**config.mk**
```make
export PLATFORM = sky130hd
export DESIGN_NAME = swmr_unit
export DESIGN_NICKNAME = d
export VERILOG_FILES = /design/src/rtl/swmr_pkg.sv /design/src/rtl/swmr_unit.sv
export SDC_FILE = /design/constraint.sdc
export NUM_CORES = 1
export LEC_CHECK = 0
export ABC_CLOCK_PERIOD_IN_PS = 4700
export BUFFER_PORTS_ARGS = -buffer_cell sky130_fd_sc_hd__buf_2
export CAP_MARGIN = 20
export CORE_MARGIN = 1.5
export CORE_UTILIZATION = 40
export CTS_CLUSTER_SIZE = 16
export DETAILED_ROUTE_END_ITERATION = 7
export PLACE_DENSITY_LB_ADDON = 0.1
export RECOVER_POWER = 25
export SLEW_MARGIN = 20
export SYNTH_ARGS = -nofsm -noshare
export SYNTH_HDL_FRONTEND = slang
export SYNTH_SLANG_ARGS = --single-unit
export TNS_END_PERCENT = 30
```
**constraint.sdc**
```tcl
create_clock -name clk -period 4.7 [get_ports clk]
set_clock_uncertainty 0.2 [all_clocks]
set_input_delay 0.94 -clock clk [delete_from_list [all_inputs] [get_ports clk]]
set_output_delay 0.94 -clock clk [all_outputs]
set_load 0.02 [all_outputs]
```
**src/rtl/swmr_pkg.sv**
```systemverilog
// shared types, constants and codes for the sliding window mean and rms block
package swmr_pkg;

    localparam int SAMPLE_BITS    = 16;
    localparam int PIXELS_MAX_DEF = 256;
    localparam int WINDOW_MAX_DEF = 128;

    localparam int CFG_W     = 9;
    localparam int CFG_IDX_W = 2;
    localparam int WIN_W     = 8;
    localparam int PIXC_W    = 9;
    localparam int WIN_LEN_RST = 100;
    localparam int PIX_CNT_RST = 256;

    localparam logic [CFG_IDX_W-1:0] REG_WINDOW_LEN  = 2'd0;
    localparam logic [CFG_IDX_W-1:0] REG_PIXEL_COUNT = 2'd1;

    localparam int MEAN_W   = 24;
    localparam int RMS_W    = 24;
    localparam int STEP_W   = 7;
    localparam int MEAN_POS_MAX = 8388607;
    localparam int MEAN_NEG_MAX = 8388608;

    typedef struct packed {
        logic signed [SAMPLE_BITS-1:0] sample;
        logic                          sample_valid;
    } swmr_item_t;

    typedef struct packed {
        logic signed [MEAN_W-1:0] pixel_mean;
        logic [RMS_W-1:0]         pixel_rms;
        logic                     last_pixel;
    } swmr_result_t;

    typedef enum logic [1:0] {
        OP_DIV  = 2'b01,
        OP_SQRT = 2'b10
    } swmr_op_t;

    typedef struct packed {
        logic              start;
        swmr_op_t          op;
        logic [STEP_W-1:0] steps;
    } swmr_cmd_t;

endpackage

```
**src/rtl/swmr_unit.sv**
```systemverilog
// shared bit-serial divide and square root unit
module swmr_unit #(
    parameter int ACC_W = 64,
    parameter int DV_W  = 16
) (
    input  logic                   clk,
    input  logic                   rst_n,
    input  swmr_pkg::swmr_cmd_t    cmd,
    input  logic [ACC_W-1:0]       acc_init,
    input  logic [DV_W-1:0]        divisor,
    output logic                   done,
    output logic [ACC_W-1:0]       quo
);
    import swmr_pkg::*;

    localparam int REM_A = ACC_W / 2 + 3;
    localparam int REM_B = DV_W + 2;
    localparam int REM_W = (REM_A > REM_B) ? REM_A : REM_B;

    logic              run_reg, run_next;
    logic              done_reg, done_next;
    swmr_op_t          op_reg, op_next;
    logic [STEP_W-1:0] cnt_reg, cnt_next;
    logic [ACC_W-1:0]  acc_reg, acc_next;
    logic [REM_W-1:0]  rem_reg, rem_next;
    logic [ACC_W-1:0]  quo_reg, quo_next;
    logic [DV_W-1:0]   dv_reg, dv_next;

    logic [REM_W-1:0]  rem_sh;
    logic [REM_W-1:0]  trial;
    logic [ACC_W-1:0]  acc_sh;
    logic              ge;

    // one quotient or root bit per cycle
    always_comb
    begin
        unique case (op_reg)
            OP_SQRT:
            begin
                rem_sh = {rem_reg[REM_W-3:0], acc_reg[ACC_W-1 -: 2]};
                trial  = REM_W'({quo_reg[ACC_W/2-1:0], 2'b01});
                acc_sh = acc_reg << 2;
            end
            default:
            begin
                rem_sh = {rem_reg[REM_W-2:0], acc_reg[ACC_W-1]};
                trial  = REM_W'(dv_reg);
                acc_sh = acc_reg << 1;
            end
        endcase
        ge = (rem_sh >= trial);
    end

    always_comb
    begin
        run_next  = run_reg;
        done_next = 1'b0;
        op_next   = op_reg;
        cnt_next  = cnt_reg;
        acc_next  = acc_reg;
        rem_next  = rem_reg;
        quo_next  = quo_reg;
        dv_next   = dv_reg;
        if (cmd.start)
        begin
            run_next = 1'b1;
            op_next  = cmd.op;
            cnt_next = cmd.steps;
            acc_next = acc_init;
            rem_next = '0;
            quo_next = '0;
            dv_next  = divisor;
        end
        else if (run_reg)
        begin
            acc_next = acc_sh;
            rem_next = ge ? (rem_sh - trial) : rem_sh;
            quo_next = {quo_reg[ACC_W-2:0], ge};
            cnt_next = cnt_reg - STEP_W'(1);
            if (cnt_reg == STEP_W'(1))
            begin
                run_next  = 1'b0;
                done_next = 1'b1;
            end
        end
    end

    always_ff @(posedge clk or negedge rst_n)
    begin
        if (!rst_n)
        begin
            run_reg  <= 1'b0;
            done_reg <= 1'b0;
            op_reg   <= OP_DIV;
            cnt_reg  <= '0;
        end
        else
        begin
            run_reg  <= run_next;
            done_reg <= done_next;
            op_reg   <= op_next;
            cnt_reg  <= cnt_next;
        end
    end

    always_ff @(posedge clk)
    begin
        acc_reg <= acc_next;
        rem_reg <= rem_next;
        quo_reg <= quo_next;
        dv_reg  <= dv_next;
    end

    assign done = done_reg;
    assign quo  = quo_reg;

endmodule

```
==> reports/metrics.cfg <==
[outcome]
outcome = complete, but fails checks
violations = max-capacitance violations, max-slew violations

[timing]
hold_viol = 0
period_share = 0.8809
setup_violations = 0
setup-tns-final_ns = 0
tightest_slew_ns = 1.566
clock.fmax_mhz = 241.5
rsz0062_at_grt = no
slew_violations = 79
layout_min_cycle_time_ns = 4.140
slew_headroom = -0.04411

[die]
die_h_um = 165.0
die_w_um = 165.0
initial_core_util = 0.4051
core.rowCount = 59
boundaryPins = 157
fp.coreArea_mm2 = 0.02591
die_area_mm2 = 0.02722

[pwr]
powerDensity_mw_per_mm2 = 541.3
p_int_mw = 3.994
combPwrFrac = 0.458
switchingPower_mw = 2.578
swShare = 0.3922
power_frac_seq = 0.317
ir_drop_mv = 0.4580
clkPwrFrac = 0.225
cellLeakagePower_nw = 5.605

[final_layout]
fill_cells = 2587
layoutNonFillerInstCount = 1605
area_growth_pct = 15.66
num_antenna_cells = 0
seq_area_mm2 = 0.004644
final_cell_mix = nand2_1, mux2i_1, buf_2
multi_input_area_mm2 = 0.005518
nNetsFinal = 1386
final_layout_size_suffix_gt1_frac = 0.1598
layout_commonest_cell = nand2_1

[clock_network]
htreeDepth = 4
clk_pin_slew_ns = 0.07
cts_buffers = 17
ctsLongestPathBuffers = 2
cts_sinks = 189
post-cts-setup-buffers = 0
cts-root-buf = clkbuf_16
insertion_delay_ns = 0.44
cts-resized-gates = 0
cts_tree = yes
ctsHoldBuffers = 0

[route]
routedWlPerCell_um = 15.11
antenna_left = 0
routed_wl_um = 24250
vias_per_cell = 5.184
num_vias = 8321
initialDrtViolationCount = 547
drtPass1Iterations = 5
drc_errors = 0

[logic_synthesis]
syn-num-nets = 1267
synth_area_leaders = edfxtp_1, dfxtp_1, mux2i_1, nand2_1, ha_1
yosysUniqueCellTypes = 64
synth_top_area_share = 0.2289
yosysWarnings = 0
synth_cells = 1138
synth_top_cell_by_area = edfxtp_1
avgSynthCellArea_um2 = 9.223
synthFlopType = dfxtp_1
ys_ff_latch = 189
synth-edff-count = 80
synth_area_mm2 = 0.01050
async_flop_share = 0.05820
ys_seq_area_frac = 0.4421

[critical_path]
critical_path.max_fanout = 15
arrival_ns = 4.30
critPathKind = reg -> reg
start_kind = flip-flop
endpoint_kind = flip-flop
crit_required_ns = 4.86

[placed_design]
dp_cells = 1573
place.gp.congestion = 0.8863
port_buffers = 156
hpwl_um = 16860

[global_route]
antenna_found_initial = 0
grt-ovfl-total = 0
globalRouteTotalUtil = 0.1807
first_global_vias = 7760
grt_pass1_wl_um = 39260
grt_max_degree = 158

[flow_run]
maxCapViolCount = 1

[hold_path]
hp-class = reg -> reg

## power groups by stage
stage | combinational [mW] | sequential [mW] | clock (mW)
floorplan | 2.34 | 2.08 | 0
global placement | 3.02 | 2.12 | 0
detailed placement | 3.00 | 2.12 | 0
CTS | 3.02 | 2.08 | 1.53
global route | 3.36 | 2.11 | 1.58
finish | 3.01 | 2.08 | 1.48
## synthesized netlist by cell type, drive strengths merged, types with 3 or more instances
library cell and n:
nand3 9, nand2 235, and3 6, ha 36, nand4 8, dfxtp 98
a21oi 35, o211ai 6, o21ai 103, edfxtp 80, a32oi 7, o21bai 7
nor2b 6, o31ai 4, mux2 3, mux2i 159, nor4 6, o21a 5
o2111ai 4, buf 17, and2 3, a311oi 7, nand2b 6, clkbuf 55
a31oi 7, nor2 109, xor2 11, xnor2 20, a211oi 20, nor3 7
dfrtp 10, inv 11, a21o 10, or3 3
## per-layer routing
metal  vias to the layer above  global-route usage  wire (um)
li1                       4285                   -          -
met1                      3869              0.2529      12060
met2                       144              0.2855      11100
met3                        23             0.02712        766
met4                         0             0.05733        331
met5                         -                   0          0
## stage by stage
step | power, mW | util | instance area, um^2 | hold WS (ns) | setup slack (ns)
4_1_cts | 6.631 | 0.4698 | 12170 | 0.1535 | 0.5322
2_1_floorplan | 4.427 | - | 10500 | 0.2412 | 0.3371
3_3_place_gp | 5.131 | 0.4466 | 11570 | 0.2621 | 0.7024
5_1_grt | 7.055 | 0.4685 | 12140 | 0.2984 | 0.2250
3_5_place_dp | 5.119 | 0.4466 | 11570 | 0.2651 | 0.5909
6_report | 6.572 | 0.4685 | 12140 | 0.2744 | 0.5596
## logic make-up after synthesis
family / after synthesis / synth area share
simple gates: 408 / 0.1630
compound gates: 227 / 0.1363
flops: 189 / 0.4421
mux: 162 / 0.1548
buf+inv: 84 / 0.03314
fa+ha+maj: 37 / 0.04482
xor+xnor: 31 / 0.02587
## final timing paths
check	slack (ns)	end	cells past startpoint	start
setup / recovery	0.56	rem_reg[26]	13	op_reg[1]
hold / removal	0.27	rem_reg[1]	2	rem_reg[1]
setup reg to reg	0.56	rem_reg[26]	13	op_reg[1]
hold reg to reg	0.27	rem_reg[1]	2	rem_reg[1]
max in group asynchronous	3.55	run_reg	1	rst_n
min in group asynchronous	0.28	cnt_reg[3]	1	rst_n
## cell type report
cell class	instances	area share
multi-input combinational	865	0.4545
tap	335	0.03453
clock buffer	17	0.03504
inverter	12	0.003710
timing repair buffer	172	0.07513
sequential	189	0.3826
clock inverter	15	0.01453
## critical path, cell delays in order, from the launching register on
cell and delay [ns]:
dfrtp_1 0.38, nor2b_4 0.38, mux2i_1 0.29, ha_1 0.21, inv_1 0.06, fa_1 0.41
a211oi_1 0.35, o21ai_1 0.17, a221oi_2 0.38, o31ai_1 0.22, a41oi_2 0.38, mux2i_1 0.12
or4_1 0.40, o21ai_1 0.12
(Power assumes the default switching activity.)
